$ cat src/rtl/core/xcfd_pkg.sv
// Shared types and constants for the XOR-checked frame deframer.
`default_nettype none

package xcfd_pkg;

  // Parser phases; PH_DRAIN plays the stored payload out of the buffer
  typedef enum logic [2:0] {
    PH_HDR1,
    PH_HDR2,
    PH_TOPIC,
    PH_LEN,
    PH_DATA,
    PH_SUM,
    PH_DRAIN
  } phase_t;

  // Configuration register map (word index = paddr[3:2])
  localparam int unsigned ADDR_W = 4;
  localparam logic [1:0] REG_FIRST_HDR  = 2'd0;
  localparam logic [1:0] REG_SECOND_HDR = 2'd1;
  localparam logic [1:0] REG_MAX_LEN    = 2'd2;

  // Register reset values
  localparam logic [7:0] FIRST_HDR_RST  = 8'd170;
  localparam logic [7:0] SECOND_HDR_RST = 8'd85;
  localparam logic [6:0] MAX_LEN_RST    = 7'd64;

endpackage

`default_nettype wire

$ cat src/rtl/core/xcfd_byte_if.sv
// Byte channel carrying received link bytes into the deframer.
`default_nettype none

interface xcfd_byte_if;
  logic       valid;
  logic       ready;
  logic [7:0] rx_byte;

  modport source (output valid, output rx_byte, input ready);
  modport sink   (input valid, input rx_byte, output ready);
endinterface

`default_nettype wire

$ cat src/rtl/core/xcfd_result_if.sv
// Result channel carrying one payload byte (or an empty-frame marker) per transaction.
`default_nettype none

interface xcfd_result_if;
  logic       valid;
  logic       ready;
  logic [7:0] topic;
  logic [6:0] frame_length;
  logic       has_data;
  logic [5:0] payload_index;
  logic [7:0] payload_value;
  logic       last;

  modport source (
    output valid, output topic, output frame_length, output has_data,
    output payload_index, output payload_value, output last, input ready
  );
  modport sink (
    input valid, input topic, input frame_length, input has_data,
    input payload_index, input payload_value, input last, output ready
  );
endinterface

`default_nettype wire

$ cat src/rtl/core/xor_checked_frame_deframer_unit.sv
// Top level of the header/length/XOR-checksum frame deframer.
//
//  channel   dir   payload                                   transaction when
//  rx_ch     in    rx_byte                                   valid & ready
//  res_ch    out   topic, frame_length, has_data,            valid & ready
//                  payload_index, payload_value, last
//  apb       in    first_header, second_header, max_length   psel & penable & pwrite
//
// rx_ch.ready is high except while a frame drains.
// A good checksum starts a drain of the payload buffer: one read per result through
// its single read port, then the output register; a new read waits until the last
// one has landed, and an empty frame gives 1 result. Stalls on res_ch stretch the drain.
// Synchronous reset clears control state; the buffer is not cleared (no clearing pass).
`default_nettype none

module xor_checked_frame_deframer_unit #(
  parameter int MAX_PAYLOAD = 64
) (
  input  logic                        clk,
  input  logic                        rst,
  input  logic                        psel,
  input  logic                        penable,
  input  logic                        pwrite,
  input  logic [xcfd_pkg::ADDR_W-1:0] paddr,
  input  logic [31:0]                 pwdata,
  output logic [31:0]                 prdata,
  output logic                        pready,
  xcfd_byte_if.sink                   rx_ch,
  xcfd_result_if.source               res_ch
);

  localparam int AW = (MAX_PAYLOAD > 1) ? $clog2(MAX_PAYLOAD) : 1;
  localparam int CW = $clog2(MAX_PAYLOAD + 1);
  localparam logic [6:0] MAX_LEN = 7'(MAX_PAYLOAD);

  // configuration registers
  logic [7:0] first_header;
  logic [7:0] second_header;
  logic [6:0] max_length;

  // parser state
  xcfd_pkg::phase_t phase, phase_next;
  logic [CW-1:0] fill_count;
  logic [7:0]    held_topic;
  logic [6:0]    held_length;
  logic [7:0]    running_xor;

  // drain state
  logic [AW-1:0] rd_idx;
  logic [AW-1:0] rd_idx_q;
  logic          rd_pend;
  logic          rd_last;
  logic [7:0]    rd_data;

  // output register
  logic       out_valid;
  logic [7:0] out_topic;
  logic [6:0] out_len;
  logic       out_has;
  logic [5:0] out_index;
  logic [7:0] out_value;
  logic       out_last;

  // control decode
  logic          rx_fire;
  logic [7:0]    b;
  logic [6:0]    limit;
  logic          len_ok;
  logic [CW-1:0] fill_inc;
  logic          out_free;
  logic          drain_last;
  logic          mem_we;
  logic          rd_issue;
  logic          empty_emit;
  logic          cfg_wr;

  // APB register file
  assign pready = 1'b1;
  assign cfg_wr = psel & penable & pwrite;

  always_ff @(posedge clk) begin
    if (rst) begin
      first_header  <= xcfd_pkg::FIRST_HDR_RST;
      second_header <= xcfd_pkg::SECOND_HDR_RST;
      max_length    <= xcfd_pkg::MAX_LEN_RST;
    end else if (cfg_wr) begin
      unique case (paddr[3:2])
        xcfd_pkg::REG_FIRST_HDR:  first_header  <= pwdata[7:0];
        xcfd_pkg::REG_SECOND_HDR: second_header <= pwdata[7:0];
        xcfd_pkg::REG_MAX_LEN:    max_length    <= pwdata[6:0];
        default: ;
      endcase
    end
  end

  always_comb begin
    unique case (paddr[3:2])
      xcfd_pkg::REG_FIRST_HDR:  prdata = {24'd0, first_header};
      xcfd_pkg::REG_SECOND_HDR: prdata = {24'd0, second_header};
      xcfd_pkg::REG_MAX_LEN:    prdata = {25'd0, max_length};
      default:                  prdata = 32'd0;
    endcase
  end

  // shared decode
  assign rx_fire    = rx_ch.valid & rx_ch.ready;
  assign b          = rx_ch.rx_byte;
  assign limit      = (max_length > MAX_LEN) ? MAX_LEN : max_length;
  assign len_ok     = (b <= {1'b0, limit});
  assign fill_inc   = fill_count + CW'(1);
  assign out_free   = !out_valid || res_ch.ready;
  assign drain_last = ((7'(rd_idx) + 7'd1) == held_length);

  // next phase
  always_comb begin
    phase_next = phase;
    unique case (phase)
      xcfd_pkg::PH_HDR1: begin
        if (rx_fire && b == first_header) phase_next = xcfd_pkg::PH_HDR2;
      end
      xcfd_pkg::PH_HDR2: begin
        if (rx_fire) begin
          phase_next = (b == second_header) ? xcfd_pkg::PH_TOPIC : xcfd_pkg::PH_HDR1;
        end
      end
      xcfd_pkg::PH_TOPIC: begin
        if (rx_fire) phase_next = xcfd_pkg::PH_LEN;
      end
      xcfd_pkg::PH_LEN: begin
        if (rx_fire) begin
          if (!len_ok) begin
            phase_next = xcfd_pkg::PH_HDR1;
          end else if (b == 8'd0) begin
            phase_next = xcfd_pkg::PH_SUM;
          end else begin
            phase_next = xcfd_pkg::PH_DATA;
          end
        end
      end
      xcfd_pkg::PH_DATA: begin
        if (rx_fire && 7'(fill_inc) >= held_length) phase_next = xcfd_pkg::PH_SUM;
      end
      xcfd_pkg::PH_SUM: begin
        if (rx_fire) begin
          phase_next = (b == running_xor) ? xcfd_pkg::PH_DRAIN : xcfd_pkg::PH_HDR1;
        end
      end
      xcfd_pkg::PH_DRAIN: begin
        if (empty_emit || (rd_issue && drain_last)) phase_next = xcfd_pkg::PH_HDR1;
      end
      default: phase_next = xcfd_pkg::PH_HDR1;
    endcase
  end

  // phase outputs
  always_comb begin
    rx_ch.ready = (phase != xcfd_pkg::PH_DRAIN);
    mem_we      = rx_fire && (phase == xcfd_pkg::PH_DATA);
    // a read goes out only when its data can land in the output register
    rd_issue    = (phase == xcfd_pkg::PH_DRAIN) && (held_length != 7'd0) &&
                  !rd_pend && out_free;
    empty_emit  = (phase == xcfd_pkg::PH_DRAIN) && (held_length == 7'd0) && out_free;
  end

  // parser and drain registers
  always_ff @(posedge clk) begin
    if (rst) begin
      phase       <= xcfd_pkg::PH_HDR1;
      fill_count  <= '0;
      held_topic  <= 8'd0;
      held_length <= 7'd0;
      running_xor <= 8'd0;
      rd_idx      <= '0;
      rd_pend     <= 1'b0;
    end else begin
      phase   <= phase_next;
      rd_pend <= rd_issue;
      if (rx_fire) begin
        case (phase)
          xcfd_pkg::PH_TOPIC: begin
            held_topic  <= b;
            running_xor <= b;
          end
          xcfd_pkg::PH_LEN: begin
            if (len_ok) begin
              held_length <= b[6:0];
              running_xor <= running_xor ^ b;
              fill_count  <= '0;
            end
          end
          xcfd_pkg::PH_DATA: begin
            running_xor <= running_xor ^ b;
            fill_count  <= fill_inc;
          end
          xcfd_pkg::PH_SUM: rd_idx <= '0;
          default: ;
        endcase
      end
      if (rd_issue) rd_idx <= rd_idx + AW'(1);
    end
  end

  // tag travelling with the read in flight
  always_ff @(posedge clk) begin
    if (rd_issue) begin
      rd_idx_q <= rd_idx;
      rd_last  <= drain_last;
    end
  end

  // output register
  always_ff @(posedge clk) begin
    if (rst) begin
      out_valid <= 1'b0;
    end else if (rd_pend || empty_emit) begin
      out_valid <= 1'b1;
    end else if (res_ch.ready) begin
      out_valid <= 1'b0;
    end
  end

  always_ff @(posedge clk) begin
    if (rd_pend) begin
      out_topic <= held_topic;
      out_len   <= held_length;
      out_has   <= 1'b1;
      out_index <= 6'(rd_idx_q);
      out_value <= rd_data;
      out_last  <= rd_last;
    end else if (empty_emit) begin
      out_topic <= held_topic;
      out_len   <= held_length;
      out_has   <= 1'b0;
      out_index <= 6'd0;
      out_value <= 8'd0;
      out_last  <= 1'b1;
    end
  end

  assign res_ch.valid         = out_valid;
  assign res_ch.topic         = out_topic;
  assign res_ch.frame_length  = out_len;
  assign res_ch.has_data      = out_has;
  assign res_ch.payload_index = out_index;
  assign res_ch.payload_value = out_value;
  assign res_ch.last          = out_last;

  // payload buffer
  xcfd_payload_ram #(
    .DEPTH (MAX_PAYLOAD),
    .AW    (AW)
  ) u_ram (
    .clk     (clk),
    .wr_en   (mem_we),
    .wr_addr (fill_count[AW-1:0]),
    .wr_data (b),
    .rd_en   (rd_issue),
    .rd_addr (rd_idx),
    .rd_data (rd_data)
  );

endmodule

`default_nettype wire

$ cat src/rtl/core/xcfd_payload_ram.sv
// Payload buffer: one write port, one read port, registered read data.
`default_nettype none

module xcfd_payload_ram #(
  parameter int DEPTH = 64,
  parameter int AW    = 6
) (
  input  logic          clk,
  input  logic          wr_en,
  input  logic [AW-1:0] wr_addr,
  input  logic [7:0]    wr_data,
  input  logic          rd_en,
  input  logic [AW-1:0] rd_addr,
  output logic [7:0]    rd_data
);

  logic [7:0] mem [DEPTH];

  // write port
  always_ff @(posedge clk) begin
    if (wr_en) begin
      mem[wr_addr] <= wr_data;
    end
  end

  // read port, registered read data
  always_ff @(posedge clk) begin
    if (rd_en) begin
      rd_data <= mem[rd_addr];
    end
  end

endmodule

`default_nettype wire

$ cat src/flat_wrapper.sv
// flat-port wrapper written by rule: the top's interface ports become plain ports
module xor_checked_frame_deframer_unit_flat 
#(
  parameter int MAX_PAYLOAD = 64
)
  (clk, rst, psel, penable, pwrite, paddr, pwdata, prdata, pready, rx_ch_valid, rx_ch_rx_byte, rx_ch_ready, res_ch_valid, res_ch_topic, res_ch_frame_length, res_ch_has_data, res_ch_payload_index, res_ch_payload_value, res_ch_last, res_ch_ready);
  xcfd_byte_if rx_ch_i ();
  xcfd_result_if res_ch_i ();
  input  logic clk;
  input  logic rst;
  input  logic psel;
  input  logic penable;
  input  logic pwrite;
  input  logic [xcfd_pkg::ADDR_W-1:0] paddr;
  input  logic [31:0] pwdata;
  output logic [31:0] prdata;
  output logic pready;
  input wire logic [$bits(rx_ch_i.valid)-1:0] rx_ch_valid;
  input wire logic [$bits(rx_ch_i.rx_byte)-1:0] rx_ch_rx_byte;
  output wire logic [$bits(rx_ch_i.ready)-1:0] rx_ch_ready;
  output wire logic [$bits(res_ch_i.valid)-1:0] res_ch_valid;
  output wire logic [$bits(res_ch_i.topic)-1:0] res_ch_topic;
  output wire logic [$bits(res_ch_i.frame_length)-1:0] res_ch_frame_length;
  output wire logic [$bits(res_ch_i.has_data)-1:0] res_ch_has_data;
  output wire logic [$bits(res_ch_i.payload_index)-1:0] res_ch_payload_index;
  output wire logic [$bits(res_ch_i.payload_value)-1:0] res_ch_payload_value;
  output wire logic [$bits(res_ch_i.last)-1:0] res_ch_last;
  input wire logic [$bits(res_ch_i.ready)-1:0] res_ch_ready;
  assign rx_ch_i.valid = rx_ch_valid;
  assign rx_ch_i.rx_byte = rx_ch_rx_byte;
  assign rx_ch_ready = rx_ch_i.ready;
  assign res_ch_valid = res_ch_i.valid;
  assign res_ch_topic = res_ch_i.topic;
  assign res_ch_frame_length = res_ch_i.frame_length;
  assign res_ch_has_data = res_ch_i.has_data;
  assign res_ch_payload_index = res_ch_i.payload_index;
  assign res_ch_payload_value = res_ch_i.payload_value;
  assign res_ch_last = res_ch_i.last;
  assign res_ch_i.ready = res_ch_ready;
  xor_checked_frame_deframer_unit #(.MAX_PAYLOAD(MAX_PAYLOAD)) u_core (.clk(clk), .rst(rst), .psel(psel), .penable(penable), .pwrite(pwrite), .paddr(paddr), .pwdata(pwdata), .prdata(prdata), .pready(pready), .rx_ch(rx_ch_i), .res_ch(res_ch_i));
endmodule
$ cat config.mk
export PLATFORM = sky130hd
export DESIGN_NAME = xor_checked_frame_deframer_unit_flat
export DESIGN_NICKNAME = d
export VERILOG_FILES = /design/src/rtl/core/xcfd_pkg.sv /design/src/rtl/core/xcfd_byte_if.sv /design/src/rtl/core/xcfd_result_if.sv /design/src/rtl/core/xor_checked_frame_deframer_unit.sv /design/src/rtl/core/xcfd_payload_ram.sv /design/src/flat_wrapper.sv
export SDC_FILE = /design/constraint.sdc
export NUM_CORES = 1
export LEC_CHECK = 0
export BUFFER_PORTS_ARGS = -buffer_cell sky130_fd_sc_hd__buf_4
export CAP_MARGIN = 20
export CORE_MARGIN = 5
export CORE_UTILIZATION = 28
export DETAILED_ROUTE_END_ITERATION = 6
export SETUP_SLACK_MARGIN = 0.02
export SLEW_MARGIN = 5
export SYNTH_ARGS = -nofsm -noshare
export SYNTH_HDL_FRONTEND = slang
export SYNTH_SLANG_ARGS = --single-unit
$ cat constraint.sdc
create_clock -name clk -period 4.9 [get_ports clk]
set_input_delay 0 -clock clk [delete_from_list [all_inputs] [get_ports clk]]
set_output_delay 0 -clock clk [all_outputs]
set_load 0.05 [all_outputs]
## Yosys cells after proc, flatten, opt, wreduce, memory -nomap -nowiden

Memories as Yosys holds them, arrays and structs flattened. A register that Yosys moved wholly into a read port is not among the register bits.
Cells that the tools add are included.

- $add $sub $neg: 3
- Order comparisons: 3
- Equality and inequality tests: 21
- Muxes and demuxes: 35
- Bitwise gates (word level): 4
- Reductions and logical operators: 34

Operators with widths:

| operator | count |
|---|---|
| $pmux 8 s3 | 2 |
| $mux 8 | 5 |
| $mux 6 | 5 |
| $mux 7 | 4 |
| $mux 3 | 9 |
| $eq 8x8->1 | 3 |
| $pmux 3 s7 | 1 |
| $ne 2x1->1 const B | 8 |
| $pmux 7 s2 | 1 |
| $reduce_and 2->1 | 5 |
| $reduce_bool 2->1 | 5 |
| $eq 3x3->1 const B | 3 |
| $logic_and 1x1->1 | 9 |
| $reduce_and 3->1 | 3 |
| $le 8x7->1 | 1 |
| $logic_not 8->1 | 1 |
| $xor 8x8->8 | 1 |
| $add 6x1->7 const B | 1 |
| $add 7x1->7 const B | 1 |
| $eq 7x7->1 | 1 |
| $ge 7x7->1 | 1 |
| $gt 7x7->1 const B | 1 |
| $logic_not 7->1 | 1 |
| $mux 1 | 7 |
| other kinds (15) | 21 |

- Register bits after elaboration: 102
- Memory bits (writable): 512
- Output and inout port bits: 66
- Word-level logic and storage cells: 120
- Memories: 1

Memories:

| name | words | width | rd ports | clocked after memory_dff | write ports | RTL line | source |
|---|---|---|---|---|---|---|---|
| u_core.u_ram.mem | 64 | 8 | 1 | 1 | 1 | xcfd_payload_ram.sv:17 | `logic [7:0] mem [DEPTH];` |

## Longest topological paths before layout

Gate-level depths: netlist of the first run.

- Depth after elaboration: 8
- Gate-level depth with buffers: 11
- Gate-level depth less buffers: 11

## Hierarchy

A second synthesis of the first run with hierarchy kept.

- Cells, all modules: 1527
- Area, all modules: 25788.5 µm²

By module, submodules not included:

| module | times used | cells each | area each (µm²) | sequential area each (µm²) |
|---|---|---|---|---|
| xcfd_payload_ram | 1 | 940 | 20246.9 | 15615.0 |
| xor_checked_frame_deframer_unit | 1 | 587 | 5541.6 | 2412.3 |

## Worst setup path after synthesis of the first run

Ideal clock, no wire load.

- Path type: reg-to-reg
- From: register u_core.fill_count[3]
- To: register u_core.phase[1]
- Data arrival time: 2.295 ns
- Data required time: 4.761 ns
- Setup slack: 2.466 ns
- Cell stages (with the launch flop): 12
- Period minus slack after synthesis: 2.434 ns
- Path through: dfxtp_1 clkbuf_1 nand3_1 nor2_1 xor2_1 ha_1 nand3_1 a211oi_1 a21oi_1 a21oi_1 o41a_1 a311oi_1

- Cells in the longest elaborated chain, start to end: 5

RTL lines:

| item | RTL line | source |
|---|---|---|
| start: declaration | xor_checked_frame_deframer_unit.sv:43 | `logic [CW-1:0] fill_count;` |
| start signal: assignment | xor_checked_frame_deframer_unit.sv:193 | `fill_count <= fill_inc;` |
| $add 7x1->7 | xor_checked_frame_deframer_unit.sv:110 | `assign fill_inc = fill_count + CW'(1);` |
| $ge 7x7->1 | xor_checked_frame_deframer_unit.sv:141 | `if (rx_fire && 7'(fill_inc) >= held_length) phase_next = xcfd_pkg::PH_SUM;` |
| $logic_and 1x1->1 | xor_checked_frame_deframer_unit.sv:141 |  |
| $ne 2x1->1 (no source line) | - |  |
| $reduce_and 7->1 (no source line) | - |  |
| end signal: assignment | xor_checked_frame_deframer_unit.sv:168 | `phase <= xcfd_pkg::PH_HDR1;` |
| end signal: assignment | xor_checked_frame_deframer_unit.sv:176 | `phase <= phase_next;` |
| end: declaration | xor_checked_frame_deframer_unit.sv:42 | `xcfd_pkg::phase_t phase, phase_next;` |

Every way passes these cells.
A chain may end at the register's enable or synchronous reset.

## Worst setup path after layout of the first run

- From: register u_core.phase[1]
- To: memory u_core.u_ram.mem[45][0], enable pin

- Cells in the longest elaborated chain, start to end: 5

RTL lines:

| item | RTL line | source |
|---|---|---|
| $ne 3x3->1 | xor_checked_frame_deframer_unit.sv:157 | `rx_ch.ready = (phase != xcfd_pkg::PH_DRAIN);` |
| $and 1x1->1 | xor_checked_frame_deframer_unit.sv:106 | `assign rx_fire = rx_ch.valid & rx_ch.ready;` |
| $logic_and 1x1->1 (*) | xor_checked_frame_deframer_unit.sv:158 | `mem_we = rx_fire && (phase == xcfd_pkg::PH_DATA);` |
| $mux 1 (*) | xcfd_payload_ram.sv:21 | `if (wr_en) begin` |
| $mux 1 (implied by the code) (*) | xcfd_payload_ram.sv:22 | `mem[wr_addr] <= wr_data;` |
| end: declaration | xcfd_payload_ram.sv:17 |  |

Every way passes the cells marked *; elsewhere a longest branch is shown, timed or not.

==> results of run 1 <==
[routing by layer]
layer,wire length (um),vias up
li1,-,5842
met1,25300,6864
met2,28500,368
met3,3230,92
met4,1380,0
met5,0,-
[registers in the layout, summed over array words and instances (netlist names), 8 cells and up]
register	flops
u_core.u_ram.mem	512
u_core.first_header	8
u_core.held_topic	8
u_core.res_ch.payload_value	8
u_core.res_ch.topic	8
u_core.running_xor	8
u_core.second_header	8
u_core.u_ram.rd_data	8
[metrics by stage]
stage          power (W)  instances  utilization  hold slack (ns)
6_report          0.0112       2760        0.325           0.0321
5_1_grt           0.0116       2759        0.325           0.0481
4_1_cts           0.0113       2759        0.325           0.0192
3_5_place_dp     0.00675       2628        0.301            0.230
3_3_place_gp     0.00674       2628        0.301            0.218
2_1_floorplan    0.00650       1468            -           0.0989
[cell families after synthesis]
family                     after synthesis  share of synthesized area
xor gates and xnor gates                42                     0.0144
other                                    2                   0.000294
DFF                                    622                      0.706
and+or+nand+nor                        306                     0.0572
buffers and inverters                  124                     0.0260
adders and majority gates               16                    0.00784
AOI/OAI and AO/OA                      144                     0.0358
muxes                                  189                      0.152
[path summary, 6_finish.rpt]
kind / endpoint / depth (start not counted)
min reg2reg: u_core.res_ch.topic[5] / 0
min: u_core.u_ram.mem[63][4] / 1
max: u_core.u_ram.mem[45][0] / 4
max reg2reg: u_core.u_ram.mem[45][0] / 4
[cells in the final DEF (no fill, tap or decap), types with 11 or more instances in the layout]
master / n
a21oi_1: 35
and2_1: 16
buf_4: 89
clkbuf_1: 23
clkbuf_16: 61
conb_1: 25
dfxtp_1: 62
dlygate4sd3_1: 24
edfxtp_1: 557
ha_1: 16
inv_1: 15
mux2i_1: 29
mux4_2: 160
nand2_1: 67
nand2b_1: 11
nand3_1: 30
nor2_1: 109
nor2b_1: 29
o21ai_0: 49
xor2_1: 32
[report_power, final]
group / internal, W / switching, W
Sequential: 0.00584 / 0.0000685
Clock: 0.00267 / 0.00190
Combinational: 0.000227 / 0.000513
Total: 0.00874 / 0.00248
[cell type report]
| type | count | area, sq um |
|---|---|---|
| Clock inverter | 22 | 305 |
| Inverter | 17 | 66.3 |
| Multi-Input combinational cell | 722 | 6930 |
| Timing Repair Buffer | 115 | 948 |
| Clock buffer | 85 | 1630 |
| Sequential cell | 622 | 18000 |
| Tap cell | 1176 | 1470 |
| Fill cell | 8604 | 60900 |
| Antenna cell | 1 | 2.50 |
[worst reg2reg max path: stages (launching register included)]
cell,delay (ns)
dfxtp_1,0.56
nand2b_1,0.39
nor2_1,0.46
nand3_1,0.76
nor2_1,0.92
[repair_timing]
item,CTS,global route
setup buffers,0,0
hold endpoints to repair,103,0
hold buffers,24,0
==> qor.csv, run 1 <==
stage;metric;value;unit
outcome;status;finished, final reports clean;
synth;most common cell in the synthesized netlist;edfxtp_1;
floorplan;Initial Util;0.283;
synth;synthesized area per cell;17.7;sq um
synth;Synth area leaders;edfxtp_1 (66%), mux4_2 (14%), dfxtp_1 (5.1%);
worst_setup_path;Crit path top cell by count;nor2_1;
grt;initial antenna violation count;1;
sta;total negative slack;0;ns
place;Place WS;1.42;ns
synth;Async SR Flop Fraction;0;
synth;Mapped Cells;1445;
worst_setup_path;crit-path max FO;27;
worst_setup_path;CP Capture Type;flop;
floorplan;# IOs;117;
grt;M2 GR Usage;0.196;
grt;met1 usage in global routing;0.159;
sta;Hold Fails Final Rpt;0;
grt;largest net degree at the start of global routing;74;
cts;root buffer cell;clkbuf_16;
routing;detailed-route wire length;58500;um
routing;Via density;4.77;
worst_setup_path;CP startpoint;u_core.phase[1];
place;placer congestion estimate;0.801;
power_and_ir_drop;leakage;8.91;nW
routing;DRT iter0 DRCs;1019;
worst_setup_path;CP bufs+invs;0;
synth;Synth Warn #;0;
floorplan;Row Count;110;
job;Max-cap violations;0;
synth;Yosys top cell by area;edfxtp_1;
cts;total CTS buffers;58;
worst_setup_path;r2r setup slk;1.43;ns
floorplan;Core ar.;0.0903;sq mm
routing;ANT nets after route;0;
grt;global-route wire length before repair;87600;um
final_layout;fraction of layout cells with a size suffix above 1;0.217;
sta;RSZ-0062 raised after global routing;false;
grt;grt met3 use;0.0212;
worst_setup_path;CP delay by family, top;simple AND/OR/NAND/NOR gates;
floorplan;chip width;312;um
place;IO Port Bufs;65;
grt;GRT Max-Usage Layer;met2;
routing;Pre-Repair DR Iteration Count;7;
worst_setup_path;worst path required time;5.14;ns
synth;post-synthesis sequential area ratio;0.706;
sta;Setup Viol. Count Final;0;
worst_setup_path;Slowest cell on crit path;nor2_1;
synth;ys flop type;edfxtp_1;
cts;Worst-Skew Late Latency;0.62;ns
cts;H-tree level count;2;
power_and_ir_drop;VDD IR max;0.000273;V
worst_setup_path;crit path launch type;flop;
sta;Tcrit/Tclk final;0.707;
floorplan;die area;0.0973;sq mm
floorplan;die height;312;um
power_and_ir_drop;PwrDens;382;mW/mm^2
worst_setup_path;crit-path max cell delay;0.92;ns
sta;relative slew slack;0.353;
synth;Post-synth EDFFs;557;
place;Area after DPL;0.0272;sq mm
routing;Vias;13200;
cts;clk slew on worst S/H paths;0.06;ns
cts;PostCTS Resize Cnt;0;
sta;min Tclk post-route;3.47;ns
synth;synthesized cell area;0.0255;sq mm
sta;Clock Skews;0.0236;ns
synth;register bit total from synthesis;622;
grt;number of global-route vias before repair;13500;
sta;Fmax;288;MHz
routing;DRC;0;
place;Final HPWL DP;36400;um
final_layout;P&R area growth vs syn;15.1;%
worst_setup_path;crit path kind;flop to flop;
cts;CTS Buffer Depth;3;
synth;Distinct cells, synth;59;
sta;worst-margin pin slew;0.967;ns
worst_setup_path;reg2reg start;u_core.phase[1];
grt;grt total ovfl;0;
routing;drt wl/cell;21.2;um
synth;Post-synth top cells;edfxtp_1 (557), mux4_2 (160), nor2_1 (109);
sta;Worst Slack Setup Final;1.43;ns
synth;share of the synthesized area in the top cell type;0.655;
worst_hold_path;HP Start;rx_ch_rx_byte[4];
sta;final max-slew violation count;0;
worst_setup_path;CP cell instances;nand2b_1 > nor2_1 > nand3_1 > nor2_1;
cts;CTS tree;yes;
grt;Total GRT Usage;0.118;
final_layout;final net count;1603;
worst_hold_path;Worst Hold Class;input port to flop;
final_layout;post-route cell area;0.0294;sq mm
cts;Sink Count;622;
worst_setup_path;Critical Path AT;3.71;ns
Power figures use the tool's default switching activity.
==> run 2: changes to the inputs <==
Clock period 4.9 ns to 3.3 ns, I/O delays scaled along.
==> run 2 against run 1 <==
Effect of this change:
- final cell count rose by 2.2%
- fmax increased by 20%
- largest power group unchanged
- wire length rose by 3.6%
- sequential power is 48% higher
- via count increased by 2.4%
- register-to-register slack got worse by 1.0 ns
- clock power up 45%
- clock skew is 0.0021 ns lower
- global-route usage increased by 0.42 points
- count of clock-buffer cells in the layout fell by 8
- die area stayed put
- largest cell class unchanged
- highest routed layer unchanged
- non-clock buffer count is 57 higher
==> qor.csv, run 2 (same netlist as run 1, synthesis figures left out) <==
stage;metric;value;unit;change
worst_setup_path;crit path launch type;flop;;
floorplan;die height;312;um;unchanged
cts;CTS Buffer Depth;3;;unchanged
routing;drt wl/cell;21.5;um;+1.4%
routing;ANT nets after route;0;;unchanged
worst_setup_path;r2r setup slk;0.42;ns;-1.01 ns
grt;grt total ovfl;0;;unchanged
worst_setup_path;RR Endpoint;u_core.phase[1];;
power_and_ir_drop;leakage;9.20;nW;+3.3%
routing;detailed-route wire length;60600;um;+3.6%
worst_setup_path;Setup crit end;u_core.phase[1];;
sta;Worst Slack Setup Final;0.421;ns;-1.01 ns
worst_setup_path;CP Capture Type;flop;;
cts;clk slew on worst S/H paths;0.07;ns;about the same
worst_setup_path;reg2reg start;u_core.rd_idx[0];;
floorplan;Initial Util;0.283;;unchanged
worst_setup_path;crit-path max FO;55;;+100%
place;IO Port Bufs;65;;unchanged
sta;worst-margin pin slew;0.985;ns;+0.0176 ns
cts;Worst-Skew Late Latency;0.64;ns;+0.02 ns
routing;Pre-Repair DR Iteration Count;5;;-2
floorplan;Row Count;110;;unchanged
place;Placed Instances;2684;;+2.1%
final_layout;n_diodes;0;;-1
floorplan;# IOs;117;;unchanged
cts;root buffer cell;clkbuf_16;;
cts;H-tree level count;2;;unchanged
worst_setup_path;Critical Path AT;3.36;ns;-0.35 ns
routing;Vias;13500;;+2.4%
sta;Setup Viol. Count Final;0;;unchanged
grt;Total GRT Usage;0.122;;+0.00422
final_layout;max reg flops;512;;unchanged
sta;relative slew slack;0.341;;-0.0118
place;Place WS;0.407;ns;-1.02 ns
sta;final max-slew violation count;0;;unchanged
worst_hold_path;Worst Hold Class;input port to flop;;
cts;Sink Count;622;;unchanged
worst_hold_path;HP Start;pwrite;;
final_layout;footprint of the multi-input gates;0.00693;sq mm;unchanged
cts;PostCTS Resize Cnt;0;;unchanged
outcome;status;finished, final reports clean;;
place;Final HPWL DP;39000;um;+7.0%
final_layout;final net count;1661;;+3.6%
worst_setup_path;worst path required time;3.78;ns;-1.36 ns
sta;Clock Skews;0.0215;ns;-0.00208 ns
cts;post-CTS setup buffer count;0;;unchanged
final_layout;commonest cells after routing, fill and taps aside;edfxtp_1 (557), mux4_2 (160), buf_4 (142);;
cts;total CTS buffers;59;;+1.7%
final_layout;most common cell after layout, fill and taps aside;edfxtp_1;;
cts;Post-CTS Hold Buffers;25;;+4.2%
cts;CTS tree;yes;;
worst_setup_path;R2R depth;8;;+4
power_and_ir_drop;VDD IR max;0.000505;V;+85%
sta;total negative slack;0;ns;unchanged
worst_setup_path;CP startpoint;u_core.rd_idx[0];;
worst_setup_path;crit path kind;flop to flop;;
final_layout;fraction of layout cells with a size suffix above 1;0.249;;+0.0327
job;Max-cap violations;0;;unchanged
floorplan;chip width;312;um;unchanged
final_layout;P&R area growth vs syn;16.7;%;
final_layout;Filler cells;8606;;+0.023%
floorplan;Core ar.;0.0903;sq mm;unchanged
grt;initial antenna violation count;3;;+2
final_layout;post-route insts no fill;2820;;+2.2%
final_layout;sequential cell area;0.0180;sq mm;unchanged
grt;global-route wire length before repair;90700;um;+3.5%
sta;min Tclk post-route;2.88;ns;-0.588 ns
place;placer congestion estimate;0.826;;+3.1%
routing;Via density;4.78;;+0.19%
sta;Hold Fails Final Rpt;0;;unchanged
grt;largest net degree at the start of global routing;73;;-1.4%
routing;DRT iter0 DRCs;1228;;+21%
sta;Fmax;347;MHz;+20%
routing;DRC;0;;unchanged
sta;Tcrit/Tclk final;0.872;;+0.165
sta;RSZ-0062 raised after global routing;false;;
power_and_ir_drop;PwrDens;555;mW/mm^2;+45%
grt;number of global-route vias before repair;13900;;+2.4%
final_layout;register with the most flip-flops;u_core.u_ram.mem;;
floorplan;die area;0.0973;sq mm;unchanged
[run 2: cell count changes in the layout (fill, tap and decap cells not counted), sizes merged, moves of 3 or more]
cell | previous run | this run
buf | 91 | 147
clkinv | 13 | 24
clkbuf | 85 | 77
bufinv | 7 | 4
inv | 17 | 20
[run 2: per-stage QoR]
step	hold WS, ns	power (W)	utilization	instance area [sq um]
after CTS	0.00261	0.0167	0.330	29800
after global placement	0.214	0.0100	0.306	27700
after floorplan	0.0989	0.00965	-	25600
after global routing	0.0651	0.0171	0.330	29800
after detailed placement	0.225	0.0101	0.306	27700
final	0.0599	0.0165	0.330	29800
[run 2: per-layer routing]
layer | wire length, um | share of wire | global-route usage
met1 | 26100 | 0.43 | 0.163
met2 | 29700 | 0.49 | 0.205
met3 | 3200 | 0.053 | 0.0212
met4 | 1630 | 0.027 | 0.0342
met5 | 0 | 0 | 0
[run 2: layout make-up]
class,instances,area share
sequential,622,0.605
timing repair buffer,172,0.0475
tap,1176,0.0494
multi-input combinational,722,0.232
inverter,17,0.00222
clock buffer,77,0.0531
clock inverter,34,0.0103
[run 2: worst min path at each step]
stage,end,slack [ns],cells past startpoint
floorplan,u_core.u_ram.mem[0][0],0.1,0
global placement,u_core.first_header[7],0.21,2
detailed placement,u_core.first_header[7],0.23,2
CTS,u_core.second_header[3],0.003,6
global route,u_core.first_header[6],0.07,6
finish,u_core.second_header[3],0.06,6
[run 2: critical path: stages (launching register included)]
cell and delay (ns):
dfxtp_4 0.48, buf_12 0.40, ha_1 0.32, nand3_1 0.15, nor3_1 0.24, a31oi_1 0.08
or4_1 0.43, o31ai_1 0.42, a311oi_1 0.15
[run 2: power by group]
group / leakage [nW] / total (W) / switching [W] / internal, W
Combinational: 2.76 / 0.00115 / 0.000791 / 0.000358
Sequential: 5.52 / 0.00876 / 0.0000814 / 0.00867
Clock: 0.929 / 0.00664 / 0.00293 / 0.00371
==> run 3: changes to the inputs <==
Settings changed: PLACE_DENSITY set to 0.5.
==> run 3 against run 2 <==
Effect of this change:
- count of clock-buffer cells in the layout grew 12
- combinational power is essentially flat
- final cell count grew 1.2%
- largest cell class unchanged
- hold slack gained 0.041 ns
- critical path depth grew 2
- power grew 3.4%
- worst setup slack lost 0.070 ns
- sequential cell count is the same
- critical endpoint is now u_core.running_xor[5]
- clock skew grew 0.0019 ns
- sequential power is essentially flat
- global-route usage grew 0.40 points
==> qor.csv, run 3 (same netlist as run 1, synthesis figures left out) <==
stage;metric;value;unit;change
worst_setup_path;Crit path top cell by count;o21ai_0;;
cts;H-tree level count;3;;+1
place;IO Port Bufs;65;;unchanged
final_layout;commonest cells after routing, fill and taps aside;edfxtp_1 (557), buf_4 (169), mux4_2 (160);;
worst_setup_path;CP cell instances;inv_1 > nand2_1 > ha_1 > nand4_1 > o21bai_1 > a31oi_1 > o21ai_0 > o21bai_2 > o21ai_0 > dlygate4sd3_1;;
power_and_ir_drop;PwrDens;567;mW/mm^2;+2.1%
grt;number of global-route vias before repair;13800;;-0.051%
sta;Fmax;339;MHz;-2.4%
sta;worst-margin pin slew;0.990;ns;+0.00477 ns
floorplan;Core ar.;0.0903;sq mm;unchanged
routing;Vias;13500;;-0.14%
worst_setup_path;crit path kind;flop to flop;;
final_layout;sequential cell area;0.0180;sq mm;about the same
grt;Total GRT Usage;0.126;;+0.00395
sta;min Tclk post-route;2.95;ns;+0.0697 ns
worst_setup_path;Critical Path AT;3.42;ns;+0.06 ns
cts;post-CTS setup buffer count;0;;unchanged
routing;DRC;0;;unchanged
cts;root buffer cell;clkbuf_16;;
worst_setup_path;crit-path max cell delay;0.56;ns;+0.08 ns
routing;Via density;4.72;;-1.3%
cts;Sink Count;622;;unchanged
floorplan;die height;312;um;unchanged
worst_setup_path;crit-path max FO;7;;-87%
final_layout;most common cell after layout, fill and taps aside;edfxtp_1;;
sta;Tcrit/Tclk final;0.893;;+0.0211
sta;Setup Viol. Count Final;0;;unchanged
worst_setup_path;Slowest cell on crit path;dlygate4sd3_1;;
routing;Pre-Repair DR Iteration Count;5;;unchanged
cts;CTS Buffer Depth;3;;unchanged
outcome;status;finished, final reports clean;;
grt;global-route wire length before repair;92100;um;+1.7%
final_layout;P&R area growth vs syn;18.2;%;
sta;total negative slack;0;ns;unchanged
grt;grt total ovfl;0;;unchanged
sta;RSZ-0062 raised after global routing;false;;
grt;initial antenna violation count;6;;+3
sta;relative slew slack;0.339;;-0.00218
sta;Hold Fails Final Rpt;0;;unchanged
place;placer congestion estimate;0.757;;-8.4%
final_layout;max reg flops;512;;unchanged
routing;drt wl/cell;21.9;um;+2.2%
cts;clk slew on worst S/H paths;0.06;ns;about the same
worst_hold_path;Worst Hold Class;input port to flop;;
power_and_ir_drop;total power;0.0171;W;+3.4%
floorplan;Row Count;110;;unchanged
routing;detailed-route wire length;62600;um;+3.4%
power_and_ir_drop;leakage;9.44;nW;+2.6%
place;Final HPWL DP;40400;um;+3.8%
worst_setup_path;CP Capture Type;flop;;
grt;largest net degree at the start of global routing;73;;unchanged
final_layout;register with the most flip-flops;u_core.u_ram.mem;;
cts;Worst-Skew Late Latency;0.60;ns;-0.04 ns
final_layout;fraction of layout cells with a size suffix above 1;0.264;;+0.0145
power_and_ir_drop;VDD IR max;0.000316;V;-37%
sta;final max-slew violation count;0;;unchanged
floorplan;# IOs;117;;unchanged
floorplan;Initial Util;0.283;;unchanged
worst_setup_path;worst path required time;3.78;ns;about the same
cts;CTS tree;yes;;
routing;DRT iter0 DRCs;824;;-33%
final_layout;Filler cells;8679;;+0.85%
final_layout;final net count;1693;;+1.9%
routing;ANT nets after route;0;;unchanged
worst_setup_path;crit path launch type;flop;;
sta;Clock Skews;0.0234;ns;+0.00190 ns
floorplan;chip width;312;um;unchanged
cts;total CTS buffers;67;;+14%
final_layout;footprint of the multi-input gates;0.00693;sq mm;about the same
floorplan;die area;0.0973;sq mm;unchanged
job;Max-cap violations;0;;unchanged
==> run 3: changes by cell type in the layout (fill, tap and decap cells not counted), sizes merged <==
cell,previous run,this run
buf,147,174
clkinv,24,18
inv,20,21
dlygate4sd3,25,22
diode,0,2
clkbuf,77,89
==> run 3: worst paths after layout <==
kind | endpoint | startpoint | cells past startpoint | slack (ns)
min reg2reg | u_core.res_ch.topic[4] | u_core.held_topic[4] | 0 | 0.43
max | u_core.running_xor[5] | u_core.max_length[6] | 10 | 0.35
max reg2reg | u_core.running_xor[5] | u_core.max_length[6] | 10 | 0.35
min | u_core.second_header[5] | pwrite | 6 | 0.10
==> run 3: per-stage QoR <==
stage               cell area, sq um  hold slack [ns]  setup WS (ns)  instances   util
floorplan                      25600           0.0989          0.866       1468      -
global placement               27900            0.212          0.519       2711  0.309
detailed placement             27900            0.231          0.518       2711  0.309
CTS                            30200           0.0506          0.183       2851  0.334
global route                   30200            0.113          0.163       2851  0.334
finish                         30200            0.101          0.351       2853  0.334
==> run 3: repair_timing <==
item | in CTS | in global routing
hold buffers | 22 | 0
resized for setup | 0 | 1
endpoints found under the hold margin | 115 | 0
endpoints found under the setup margin | 0 | 1
==> run 3: report_power, final <==
part           internal, W  leakage (nW)  total, W  switching, W
sequential         0.00868          5.52   0.00877     0.0000887
clock              0.00418          1.01   0.00720       0.00302
combinational     0.000361          2.91   0.00115      0.000791
==> run 3: worst max-delay path, delay by kind of cell (launching register included) <==
family,cells,cell delay (ns)
AOI/OAI and AO/OA,5,1.21
adders and majority gates,1,0.32
buffers and inverters,2,0.72
DFF,1,0.35
and+or+nand+nor,2,0.22
==> run 3: final cells by class <==
class,count,share of cell area
sequential,622,0.597
clock inverter,29,0.00949
inverter,17,0.00220
antenna,2,0.000166
multi-input combinational,722,0.230
clock buffer,89,0.0597
tap,1176,0.0487
timing repair buffer,196,0.0526
==> run 3: routing by layer <==
| metal | wire (um) | share of wire | track usage | vias to the layer above |
|---|---|---|---|---|
| li1 | - | - | - | 6025 |
| met1 | 27600 | 0.44 | 0.171 | 7022 |
| met2 | 30500 | 0.49 | 0.210 | 337 |
| met3 | 3500 | 0.056 | 0.0260 | 75 |
| met4 | 1010 | 0.016 | 0.0286 | 0 |
| met5 | 0 | 0 | 0 | - |
